**src/rfs_pkg.sv**
```systemverilog
// ----------------------------------------------------------------------------
// rfs_pkg: shared types and constants of the roulette fitness selector
// Field widths, opcodes, the divider handshake and the microcode ROM that
// steps the selector through clear, append and select words.
// ----------------------------------------------------------------------------
package rfs_pkg;

   // sizes of the fitness store and of the word fields
   localparam int POP_DEPTH = 64;
   localparam int ADDR_W    = $clog2(POP_DEPTH);
   localparam int COUNT_W   = $clog2(POP_DEPTH + 1);
   localparam int FIT_W     = 16;
   localparam int FRAC_W    = 16;
   localparam int TOTAL_W   = 22;
   localparam int TARGET_W  = TOTAL_W + FRAC_W;
   localparam int DIV_CNT_W = $clog2(TOTAL_W + 1);
   localparam int STEP_W    = 4;

   localparam logic [FIT_W-1:0] LOWEST_RESET = '1;

   // request opcodes
   typedef enum logic [1:0] {
      OP_CLEAR  = 2'd0,
      OP_APPEND = 2'd1,
      OP_SELECT = 2'd2,
      OP_NOP    = 2'd3
   } op_type;

   // datapath action driven by one control word
   typedef enum logic [2:0] {
      ACT_NONE,
      ACT_WALK_INIT,
      ACT_WALK_STEP,
      ACT_CLEAR,
      ACT_APPEND,
      ACT_DIV_START,
      ACT_AVG_LOAD,
      ACT_LOAD_RSP
   } act_type;

   // conditions tested by the sequencer
   typedef enum logic [3:0] {
      COND_NEVER,
      COND_ALWAYS,
      COND_NO_ACCEPT,
      COND_IS_CLEAR,
      COND_IS_APPEND,
      COND_NO_WALK,
      COND_NO_HIT,
      COND_DIV_BUSY,
      COND_RSP_BLOCKED
   } cond_type;

   // one control word: hold on hold_cond, else jump on jump_cond, else step on
   typedef struct packed {
      logic              take;
      act_type           act;
      cond_type          hold_cond;
      cond_type          jump_cond;
      logic [STEP_W-1:0] target;
   } uword_type;

   // program addresses
   localparam logic [STEP_W-1:0] STEP_WAIT      = 4'd0;
   localparam logic [STEP_W-1:0] STEP_DISP_CLR  = 4'd1;
   localparam logic [STEP_W-1:0] STEP_DISP_APP  = 4'd2;
   localparam logic [STEP_W-1:0] STEP_DISP_SEL  = 4'd3;
   localparam logic [STEP_W-1:0] STEP_SEL_INIT  = 4'd4;
   localparam logic [STEP_W-1:0] STEP_WALK      = 4'd5;
   localparam logic [STEP_W-1:0] STEP_CLR       = 4'd6;
   localparam logic [STEP_W-1:0] STEP_APP       = 4'd7;
   localparam logic [STEP_W-1:0] STEP_DIV_START = 4'd8;
   localparam logic [STEP_W-1:0] STEP_DIV_WAIT  = 4'd9;
   localparam logic [STEP_W-1:0] STEP_OUT       = 4'd10;

   // divider handshake
   typedef struct packed {
      logic               start;
      logic [TOTAL_W-1:0] dividend;
      logic [COUNT_W-1:0] divisor;
   } div_ctl_type;

   typedef struct packed {
      logic               busy;
      logic [TOTAL_W-1:0] quotient;
   } div_sts_type;

   // microcode rom
   function automatic uword_type ucode_rom(input logic [STEP_W-1:0] step);
      uword_type w;
      w = '{take: 1'b0, act: ACT_NONE, hold_cond: COND_NEVER,
            jump_cond: COND_ALWAYS, target: STEP_WAIT};
      unique case (step)
         STEP_WAIT: begin
            w.take      = 1'b1;
            w.hold_cond = COND_NO_ACCEPT;
            w.jump_cond = COND_NEVER;
         end
         STEP_DISP_CLR: begin
            w.jump_cond = COND_IS_CLEAR;
            w.target    = STEP_CLR;
         end
         STEP_DISP_APP: begin
            w.jump_cond = COND_IS_APPEND;
            w.target    = STEP_APP;
         end
         STEP_DISP_SEL: begin
            w.jump_cond = COND_NO_WALK;
            w.target    = STEP_OUT;
         end
         STEP_SEL_INIT: begin
            w.act       = ACT_WALK_INIT;
            w.jump_cond = COND_NEVER;
         end
         STEP_WALK: begin
            w.act       = ACT_WALK_STEP;
            w.hold_cond = COND_NO_HIT;
            w.target    = STEP_OUT;
         end
         STEP_CLR: begin
            w.act    = ACT_CLEAR;
            w.target = STEP_OUT;
         end
         STEP_APP: begin
            w.act       = ACT_APPEND;
            w.jump_cond = COND_NEVER;
         end
         STEP_DIV_START: begin
            w.act       = ACT_DIV_START;
            w.jump_cond = COND_NEVER;
         end
         STEP_DIV_WAIT: begin
            w.act       = ACT_AVG_LOAD;
            w.hold_cond = COND_DIV_BUSY;
            w.jump_cond = COND_NEVER;
         end
         STEP_OUT: begin
            w.act       = ACT_LOAD_RSP;
            w.hold_cond = COND_RSP_BLOCKED;
            w.target    = STEP_WAIT;
         end
         default: begin
            w.target = STEP_WAIT;
         end
      endcase
      return w;
   endfunction

endpackage

```
**src/rfs_divider.sv**
```systemverilog
// ----------------------------------------------------------------------------
// rfs_divider: restoring divider for the average fitness
// Produces one quotient bit a cycle, most significant first; busy drops
// once every dividend bit has been shifted through.
// ----------------------------------------------------------------------------
module rfs_divider (
   input  logic                 clock,
   input  logic                 reset,
   input  rfs_pkg::div_ctl_type div_ctl,
   output rfs_pkg::div_sts_type div_sts
);

   logic                            busy_ff, busy_in;
   logic [rfs_pkg::DIV_CNT_W-1:0]   cnt_ff, cnt_in;
   logic [rfs_pkg::COUNT_W-1:0]     rem_ff, rem_in;
   logic [rfs_pkg::TOTAL_W-1:0]     quot_ff, quot_in;
   logic [rfs_pkg::COUNT_W-1:0]     divisor_ff, divisor_in;
   logic [rfs_pkg::COUNT_W:0]       trial;
   logic [rfs_pkg::COUNT_W:0]       diff;
   logic                            ge;

   // one trial subtraction
   always_comb begin
      trial = {rem_ff, quot_ff[rfs_pkg::TOTAL_W-1]};
      diff  = trial - {1'b0, divisor_ff};
      ge    = (trial >= {1'b0, divisor_ff});
   end

   // next state of the divider
   always_comb begin
      busy_in    = busy_ff;
      cnt_in     = cnt_ff;
      rem_in     = rem_ff;
      quot_in    = quot_ff;
      divisor_in = divisor_ff;
      if (div_ctl.start) begin
         busy_in    = 1'b1;
         cnt_in     = '0;
         rem_in     = '0;
         quot_in    = div_ctl.dividend;
         divisor_in = div_ctl.divisor;
      end else if (busy_ff) begin
         rem_in  = ge ? diff[rfs_pkg::COUNT_W-1:0] : trial[rfs_pkg::COUNT_W-1:0];
         quot_in = {quot_ff[rfs_pkg::TOTAL_W-2:0], ge};
         cnt_in  = cnt_ff + 1'b1;
         if (cnt_ff == rfs_pkg::DIV_CNT_W'(rfs_pkg::TOTAL_W - 1)) begin
            busy_in = 1'b0;
         end
      end
   end

   // control registers
   always_ff @(posedge clock) begin
      if (reset) begin
         busy_ff <= 1'b0;
         cnt_ff  <= '0;
      end else begin
         busy_ff <= busy_in;
         cnt_ff  <= cnt_in;
      end
   end

   // data registers
   always_ff @(posedge clock) begin
      rem_ff     <= rem_in;
      quot_ff    <= quot_in;
      divisor_ff <= divisor_in;
   end

   assign div_sts.busy     = busy_ff;
   assign div_sts.quotient = quot_ff;

endmodule

```
**src/roulette_fitness_selector.sv**
```systemverilog
// ----------------------------------------------------------------------------
// roulette_fitness_selector: fitness-proportionate selection engine
// A microcoded sequencer steps a store of fitness words, running statistics,
// a roulette walk over the store and a serial divider for the average.
// ----------------------------------------------------------------------------
// From request accept to response valid: a clear runs the clear step, an append
// the append, divider start and divider wait steps, a select the walk set-up and
// the walk up to the chosen entry, and a no-op or empty select goes straight out;
// the walk reads one stored word a cycle through the store's single read port.
// One request is in work at a time; the next is taken while a response waits.
// Synchronous reset empties the generation; the store itself is not cleared.
module roulette_fitness_selector (
   input  logic                          clock,
   input  logic                          reset,
   input  logic                          req_valid,
   output logic                          req_ready,
   input  logic [1:0]                    req_opcode,
   input  logic [rfs_pkg::FIT_W-1:0]     req_fitness_value,
   input  logic [rfs_pkg::FRAC_W-1:0]    req_random_fraction,
   output logic                          rsp_valid,
   input  logic                          rsp_ready,
   output logic [rfs_pkg::ADDR_W-1:0]    rsp_chosen_index,
   output logic                          rsp_found,
   output logic [rfs_pkg::TOTAL_W-1:0]   rsp_total_fitness,
   output logic [rfs_pkg::FIT_W-1:0]     rsp_best_fitness,
   output logic [rfs_pkg::ADDR_W-1:0]    rsp_best_index,
   output logic [rfs_pkg::FIT_W-1:0]     rsp_worst_fitness,
   output logic [rfs_pkg::FIT_W-1:0]     rsp_average_fitness,
   output logic [rfs_pkg::COUNT_W-1:0]   rsp_stored_count
);

   // sequencer
   logic [rfs_pkg::STEP_W-1:0]   step_ff, step_in;
   rfs_pkg::uword_type           uw;

   // latched request word
   rfs_pkg::op_type              op_ff;
   logic [rfs_pkg::FIT_W-1:0]    fit_ff;
   logic [rfs_pkg::FRAC_W-1:0]   frac_ff;

   // generation statistics
   logic [rfs_pkg::COUNT_W-1:0]  count_ff, count_in;
   logic [rfs_pkg::TOTAL_W-1:0]  total_ff, total_in;
   logic [rfs_pkg::FIT_W-1:0]    best_ff, best_in;
   logic [rfs_pkg::ADDR_W-1:0]   best_idx_ff, best_idx_in;
   logic [rfs_pkg::FIT_W-1:0]    worst_ff, worst_in;
   logic [rfs_pkg::FIT_W-1:0]    avg_ff, avg_in;

   // roulette walk
   logic [rfs_pkg::TARGET_W-1:0] target_ff;
   logic [rfs_pkg::TARGET_W-1:0] product;
   logic [rfs_pkg::TOTAL_W-1:0]  sum_ff, sum_next;
   logic [rfs_pkg::ADDR_W-1:0]   idx_ff;
   logic [rfs_pkg::ADDR_W-1:0]   rd_addr;
   logic [rfs_pkg::FIT_W-1:0]    rd_ff;
   logic                         hit;
   logic [rfs_pkg::ADDR_W-1:0]   chosen_ff;
   logic                         found_ff;

   // fitness store
   logic [rfs_pkg::FIT_W-1:0]    store [rfs_pkg::POP_DEPTH];
   logic                         store_we;

   // response register
   logic                         rsp_valid_ff, rsp_valid_in;
   logic                         rsp_blocked;
   logic                         rsp_load;
   logic [rfs_pkg::ADDR_W-1:0]   rsp_chosen_ff;
   logic                         rsp_found_ff;
   logic [rfs_pkg::TOTAL_W-1:0]  rsp_total_ff;
   logic [rfs_pkg::FIT_W-1:0]    rsp_best_ff;
   logic [rfs_pkg::ADDR_W-1:0]   rsp_best_idx_ff;
   logic [rfs_pkg::FIT_W-1:0]    rsp_worst_ff;
   logic [rfs_pkg::FIT_W-1:0]    rsp_avg_ff;
   logic [rfs_pkg::COUNT_W-1:0]  rsp_count_ff;

   // divider
   rfs_pkg::div_ctl_type         div_ctl;
   rfs_pkg::div_sts_type         div_sts;

   logic                         req_accept;
   logic                         not_full;

   rfs_divider u_divider (
      .clock   (clock),
      .reset   (reset),
      .div_ctl (div_ctl),
      .div_sts (div_sts)
   );

   // control word fetch
   assign uw         = rfs_pkg::ucode_rom(step_ff);
   assign req_ready  = uw.take;
   assign req_accept = req_valid && uw.take;
   assign rsp_blocked = rsp_valid_ff && !rsp_ready;
   assign rsp_load   = (uw.act == rfs_pkg::ACT_LOAD_RSP) && !rsp_blocked;
   assign not_full   = (count_ff < rfs_pkg::COUNT_W'(rfs_pkg::POP_DEPTH));

   // sequencer condition test
   function automatic logic cond_true(input rfs_pkg::cond_type c,
                                      input logic accept,
                                      input rfs_pkg::op_type op,
                                      input logic nonempty,
                                      input logic walk_hit,
                                      input logic div_busy,
                                      input logic blocked);
      logic r;
      unique case (c)
         rfs_pkg::COND_NEVER:       r = 1'b0;
         rfs_pkg::COND_ALWAYS:      r = 1'b1;
         rfs_pkg::COND_NO_ACCEPT:   r = !accept;
         rfs_pkg::COND_IS_CLEAR:    r = (op == rfs_pkg::OP_CLEAR);
         rfs_pkg::COND_IS_APPEND:   r = (op == rfs_pkg::OP_APPEND);
         rfs_pkg::COND_NO_WALK:     r = !((op == rfs_pkg::OP_SELECT) && nonempty);
         rfs_pkg::COND_NO_HIT:      r = !walk_hit;
         rfs_pkg::COND_DIV_BUSY:    r = div_busy;
         rfs_pkg::COND_RSP_BLOCKED: r = blocked;
         default:                   r = 1'b0;
      endcase
      return r;
   endfunction

   // next step
   always_comb begin
      priority if (cond_true(uw.hold_cond, req_accept, op_ff, (count_ff != '0), hit,
                             div_sts.busy, rsp_blocked)) begin
         step_in = step_ff;
      end else if (cond_true(uw.jump_cond, req_accept, op_ff, (count_ff != '0), hit,
                             div_sts.busy, rsp_blocked)) begin
         step_in = uw.target;
      end else begin
         step_in = step_ff + 1'b1;
      end
   end

   always_ff @(posedge clock) begin
      if (reset) begin
         step_ff <= rfs_pkg::STEP_WAIT;
      end else begin
         step_ff <= step_in;
      end
   end

   // request word latch
   always_ff @(posedge clock) begin
      if (req_accept) begin
         op_ff   <= rfs_pkg::op_type'(req_opcode);
         fit_ff  <= req_fitness_value;
         frac_ff <= req_random_fraction;
      end
   end

   // statistics update
   always_comb begin
      count_in    = count_ff;
      total_in    = total_ff;
      best_in     = best_ff;
      best_idx_in = best_idx_ff;
      worst_in    = worst_ff;
      avg_in      = avg_ff;
      store_we    = 1'b0;
      unique case (uw.act)
         rfs_pkg::ACT_CLEAR: begin
            count_in    = '0;
            total_in    = '0;
            best_in     = '0;
            best_idx_in = '0;
            worst_in    = rfs_pkg::LOWEST_RESET;
            avg_in      = '0;
         end
         rfs_pkg::ACT_APPEND: begin
            if (not_full) begin
               store_we = 1'b1;
               count_in = count_ff + 1'b1;
               total_in = total_ff + rfs_pkg::TOTAL_W'(fit_ff);
               if (fit_ff > best_ff) begin
                  best_in     = fit_ff;
                  best_idx_in = count_ff[rfs_pkg::ADDR_W-1:0];
               end
               if (fit_ff < worst_ff) begin
                  worst_in = fit_ff;
               end
            end
         end
         rfs_pkg::ACT_AVG_LOAD: begin
            if (!div_sts.busy) begin
               avg_in = div_sts.quotient[rfs_pkg::FIT_W-1:0];
            end
         end
         default: begin
         end
      endcase
   end

   always_ff @(posedge clock) begin
      if (reset) begin
         count_ff    <= '0;
         total_ff    <= '0;
         best_ff     <= '0;
         best_idx_ff <= '0;
         worst_ff    <= rfs_pkg::LOWEST_RESET;
         avg_ff      <= '0;
      end else begin
         count_ff    <= count_in;
         total_ff    <= total_in;
         best_ff     <= best_in;
         best_idx_ff <= best_idx_in;
         worst_ff    <= worst_in;
         avg_ff      <= avg_in;
      end
   end

   // divider kick-off with the updated total and count
   always_comb begin
      div_ctl.start    = (uw.act == rfs_pkg::ACT_DIV_START);
      div_ctl.dividend = total_ff;
      div_ctl.divisor  = count_ff;
   end

   // store: one write port, one registered read port
   assign rd_addr = (uw.act == rfs_pkg::ACT_WALK_STEP) ? (idx_ff + 1'b1) : '0;

   always_ff @(posedge clock) begin
      if (store_we) begin
         store[count_ff[rfs_pkg::ADDR_W-1:0]] <= fit_ff;
      end
      rd_ff <= store[rd_addr];
   end

   // roulette walk: add one stored word a cycle and compare with the slice
   assign product  = frac_ff * total_ff;
   assign sum_next = sum_ff + rfs_pkg::TOTAL_W'(rd_ff);
   assign hit      = ({sum_next, {rfs_pkg::FRAC_W{1'b0}}} >= target_ff);

   always_ff @(posedge clock) begin
      if (uw.act == rfs_pkg::ACT_WALK_INIT) begin
         target_ff <= product;
         sum_ff    <= '0;
         idx_ff    <= '0;
      end else if ((uw.act == rfs_pkg::ACT_WALK_STEP) && !hit) begin
         sum_ff <= sum_next;
         idx_ff <= idx_ff + 1'b1;
      end
   end

   // select result for the current word
   always_ff @(posedge clock) begin
      if (req_accept) begin
         chosen_ff <= '0;
         found_ff  <= 1'b0;
      end else if ((uw.act == rfs_pkg::ACT_WALK_STEP) && hit) begin
         chosen_ff <= idx_ff;
         found_ff  <= 1'b1;
      end
   end

   // response register
   always_comb begin
      rsp_valid_in = rsp_valid_ff;
      if (rsp_load) begin
         rsp_valid_in = 1'b1;
      end else if (rsp_ready) begin
         rsp_valid_in = 1'b0;
      end
   end

   always_ff @(posedge clock) begin
      if (reset) begin
         rsp_valid_ff <= 1'b0;
      end else begin
         rsp_valid_ff <= rsp_valid_in;
      end
   end

   always_ff @(posedge clock) begin
      if (rsp_load) begin
         rsp_chosen_ff   <= chosen_ff;
         rsp_found_ff    <= found_ff;
         rsp_total_ff    <= total_ff;
         rsp_best_ff     <= best_ff;
         rsp_best_idx_ff <= best_idx_ff;
         rsp_worst_ff    <= worst_ff;
         rsp_avg_ff      <= avg_ff;
         rsp_count_ff    <= count_ff;
      end
   end

   assign rsp_valid           = rsp_valid_ff;
   assign rsp_chosen_index    = rsp_chosen_ff;
   assign rsp_found           = rsp_found_ff;
   assign rsp_total_fitness   = rsp_total_ff;
   assign rsp_best_fitness    = rsp_best_ff;
   assign rsp_best_index      = rsp_best_idx_ff;
   assign rsp_worst_fitness   = rsp_worst_ff;
   assign rsp_average_fitness = rsp_avg_ff;
   assign rsp_stored_count    = rsp_count_ff;

   // a found entry lies inside a non-empty generation
   a_found_in_range: assert property (@(posedge clock) disable iff (reset)
      (rsp_valid && rsp_found) |->
         ({1'b0, rsp_chosen_index} < rsp_stored_count))
      else $error("chosen index outside stored entries");

   // the divider is never running while a new word can be taken
   a_no_take_while_dividing: assert property (@(posedge clock) disable iff (reset)
      req_ready |-> !div_sts.busy)
      else $error("request taken while divider busy");

   // worst never exceeds best once something is stored
   a_worst_le_best: assert property (@(posedge clock) disable iff (reset)
      (rsp_valid && (rsp_stored_count != '0)) |->
         (rsp_worst_fitness <= rsp_best_fitness))
      else $error("worst fitness above best fitness");

   // a walk step always follows the walk set-up or another walk step
   a_walk_order: assert property (@(posedge clock) disable iff (reset)
      (uw.act == rfs_pkg::ACT_WALK_STEP) |->
         ($past(uw.act) == rfs_pkg::ACT_WALK_INIT ||
          $past(uw.act) == rfs_pkg::ACT_WALK_STEP))
      else $error("walk step without set-up");

endmodule

```
**config.mk**
```make
export PLATFORM = sky130hd
export DESIGN_NAME = roulette_fitness_selector
export DESIGN_NICKNAME = d
export VERILOG_FILES = /design/src/rfs_pkg.sv /design/src/rfs_divider.sv /design/src/roulette_fitness_selector.sv
export SDC_FILE = /design/constraint.sdc
export NUM_CORES = 2
export LEC_CHECK = 0
export ABC_AREA = 1
export BUFFER_PORTS_ARGS = -buffer_cell sky130_fd_sc_hd__buf_2
export CELL_PAD_IN_SITES_DETAIL_PLACEMENT = 0
export CELL_PAD_IN_SITES_GLOBAL_PLACEMENT = 1
export CORE_ASPECT_RATIO = 1.2
export CORE_MARGIN = 5
export CORE_UTILIZATION = 56
export CTS_BUF_LIST = sky130_fd_sc_hd__clkbuf_4 sky130_fd_sc_hd__clkbuf_8
export CTS_CLUSTER_DIAMETER = 150
export DETAILED_ROUTE_END_ITERATION = 12
export MAX_ROUTING_LAYER = met4
export PLACE_DENSITY_LB_ADDON = 0.1
export SETUP_SLACK_MARGIN = 0.3
export SYNTH_ARGS = -nofsm -noshare
export SYNTH_HDL_FRONTEND = slang
export SYNTH_SLANG_ARGS = --single-unit
```
**constraint.sdc**
```tcl
create_clock -name clock -period 20.6 [get_ports clock]
set_input_delay 2.06 -clock clock [delete_from_list [all_inputs] [get_ports clock]]
set_output_delay 2.06 -clock clock [all_outputs]
set_load 0.02 [all_outputs]
```
==> results by group <==
Run status
  – Status: finished, final reports clean

Place
  – Routability cong.: 0.891
  – Area after DPL: approximately 0.073 sq mm
  – Place WS: about 14 ns
  – IO Port Bufs: approximately 130
  – Post-DP HPWL: around 120000 microns

Timing
  – Maximum clock frequency: 149 MHz
  – Slew margin rel.: between 20% and 30%
  – Worst setup margin: ~14 ns
  – Final worst-path cycle share: approximately a third
  – Total Neg Setup Slack: 0 ns
  – Skew final: ~0.048 ns
  – Final setup fails: 0
  – Unrepaired setup endpoints after global routing: false
  – Worst Max-Slew Pin Slew: 1.17 ns
  – Max-slew violations: 0
  – Final Hold Fails: 0
  – Period minus WS final: ~6.7 ns

Logic synthesis
  – Number of synthesized flops with an enable pin: between 1000 and 1500
  – Async set-reset flop share out of synthesis: 0%
  – Gate Count Post-Synth: ~7000
  – Post-Syn Area: 0.0707 sq mm
  – Synth Area in XOR/XNOR: 0.830%
  – Simple-gate share of the synthesized area: 18.3%
  – Syn Nets: 7703
  – Synthesized-area fraction occupied by adder cells: 11.7%
  – Dominant synthesized flop cell: edfxtp_1
  – Seq/Total Area, Yosys: 55.9%
  – Synth unique cells: 50
  – Largest family of logic cells by synthesized area: simple AND/OR/NAND/NOR gates
  – Yosys reg bits: approximately 1400
  – Mux cell area share after synthesis: 0%
  – Synth warnings: 0
  – Area fraction in compound gates after synthesis: between 4 and 5%
  – Syn avg cell area: 9.86 sq um

Layout
  – Final instance area: 0.0773 sq mm
  – Most frequent cells in the layout: nand2_1 (1460), inv_1 (1286), edfxtp_1 (1215), nand3_1 (900), nor2_1 (582)
  – Layout cells sized above 1: about 9.1%
  – Nets: a little under 8000
  – Layout area overhead: 9.34%
  – Fin util: about three fifths
  – Fillers: roughly 11000
  – Commonest non-fill, non-tap cell in the layout: nand2_1

Critical path
  – Startpoint Class: flop
  – CP Max Fanout: 22
  – WP data required: approximately 21 ns
  – Setup CP Type: reg -> reg
  – Worst Path Arrival: between 7 and 8 ns
  – CP endpoint kind: flop

Routing
  – Post-route ant nets: 0
  – Drt total wl: a little under 200000 microns
  – Vias/cell: 5.48
  – Vias post-DR: 50100
  – DR iter-0 viols: 4392
  – DR DRC count: 0
  – WL/cell: around 22 microns
  – Drt first pass iters: 6

Clock tree
  – Worst skew pair latency: about 0.95 ns
  – Cts repair resizes: 0
  – Cts-stage hold buffer count: 0
  – Htree depth: 4
  – CTS Root Cell: clkbuf_8
  – CTS sink cnt: 1367
  – Total CTS buffers: approximately 210
  – Clock Path Buffers: 3
  – Post-CTS setup buffer count: 0
  – CTS tree: yes
  – Register clock-pin slew on the reported worst setup and hold paths: roughly 0.070 ns

GRT
  – GRT Util Overall: 30.5%
  – First-pass GRT wire length: around 300000 microns
  – Initial antenna violation count: 3
  – Number of global-route vias before repair: a little under 50000
  – Pin count of the biggest net entering global routing: 176
  – Total grt overflow: 0

Floorplanning
  – Die Ht: 399 microns
  – Core box area: 0.125 sq mm
  – Die Area: about 0.13 sq mm
  – Rows: ~140
  – Initial core utilization: roughly 56%
  – Die width: 334 microns
  – # IOs: between 100 and 150

Power
  – Leakage power: roughly 34 nW
  – P per Cell Area: ~110 mW/mm^2
  – Final Power: slightly above 8 mW
  – Max VDD drop: roughly 140 uV

Hold path
  – Hold Path Class: reg -> reg

Flow run
  – Max_cap viols: 0
==> cell families after synthesis <==
logic type / after synthesis
flip-flops: 1367
adder cells (fa/ha/maj): 492
buffers and inverters: 1643
XOR/XNOR: 67
AND/OR/NAND/NOR: 3061
AO/OA/AOI/OAI: 543
==> path summary, 6_finish.rpt <==
path / to / slack (ns) / from / cells past startpoint
setup / recovery: target_ff[36] / 13.90 / frac_ff[1] / 22
hold / removal: rsp_average_fitness[15] / 0.41 / avg_ff[15] / 0
hold reg to reg: rsp_average_fitness[15] / 0.41 / avg_ff[15] / 0
setup reg to reg: target_ff[36] / 13.90 / frac_ff[1] / 22
==> through the flow <==
stage | instances | hold WS (ns)
CTS | 9139 | 0.407
global route | 9143 | 0.427
global placement | 8755 | 0.410
floorplan | 7173 | 0.403
finish | 9143 | 0.406
detailed placement | 8755 | 0.412
==> worst max-delay path, cell delays in order, from the launching register on <==
cell	delay (ns)
edfxtp_1	1.00
nand2_1	0.19
fa_1	0.57
inv_1	0.05
fa_1	0.52
inv_1	0.05
fa_1	0.49
inv_1	0.06
fa_1	0.52
inv_1	0.05
fa_1	0.47
inv_1	0.05
fa_1	0.44
ha_1	0.36
nand2_1	0.11
nor2_1	0.13
nand4_1	0.08
o21ai_0	0.41
a21oi_1	0.24
o21ai_0	0.40
a21oi_1	0.11
nand2_1	0.07
nand2_1	0.05
==> sequential cells by signal, indices dropped and copies added, names as in the netlist, 16 cells and up <==
name                 flops
store                 1024
target_ff               38
rsp_total_fitness       22
sum_ff                  22
total_ff                22
u_divider.quot_ff       22
avg_ff                  16
best_ff                 16
fit_ff                  16
frac_ff                 16
rd_ff                   16
rsp_average_fitness     16
rsp_best_fitness        16
rsp_worst_fitness       16
worst_ff                16
==> cell usage after synthesis, types with 10 or more instances <==
master | instances | area share [%]
buf_2 | 93 | 0.66
a21o_1 | 10 | 0.11
buf_1 | 47 | 0.25
o2111ai_1 | 41 | 0.51
xor2_1 | 51 | 0.63
inv_1 | 1286 | 6.8
clkbuf_1 | 187 | 0.99
nor2_1 | 586 | 3.1
a31oi_1 | 12 | 0.11
nand2_1 | 1460 | 7.8
a21oi_1 | 203 | 1.4
nand4_1 | 15 | 0.13
buf_4 | 14 | 0.15
nor3_1 | 14 | 0.099
o21ai_0 | 226 | 1.6
fa_1 | 281 | 8.0
or2_2 | 48 | 0.42
dfxtp_1 | 152 | 4.3
xnor2_1 | 16 | 0.20
nand3_1 | 900 | 6.4
ha_1 | 211 | 3.7
edfxtp_1 | 1215 | 52
o211ai_1 | 12 | 0.13
==> power breakdown <==
part	total (mW)	leakage, nW	switching, mW	internal [mW]
Combinational	2.57	19.5	1.82	0.748
Clock	2.26	2.20	1.09	1.17
Sequential	3.47	12.2	0.148	3.32
==> layout make-up <==
cell class | count | area [sq um] | share of cell area, %
timing repair buffer | 270 | 1770 | 2.29
inverter | 1299 | 4890 | 6.33
sequential | 1367 | 39500 | 51.1
clock inverter | 93 | 608 | 0.787
tap | 1656 | 2070 | 2.68
multi-input combinational | 4163 | 24900 | 32.2
antenna | 4 | 10.0 | 0.0129
clock buffer | 291 | 3560 | 4.61
==> per-layer routing <==
layer | share of wire [%] | global-route usage [%] | vias up
met5 | 0 | - | -
met4 | 4.8 | 13.4 | 0
met3 | 6.2 | 3.86 | 404
met2 | 50 | 51.1 | 1817
met1 | 39 | 37.6 | 24400
li1 | - | - | 23500
Note: power is estimated with default switching activity, not from simulation.
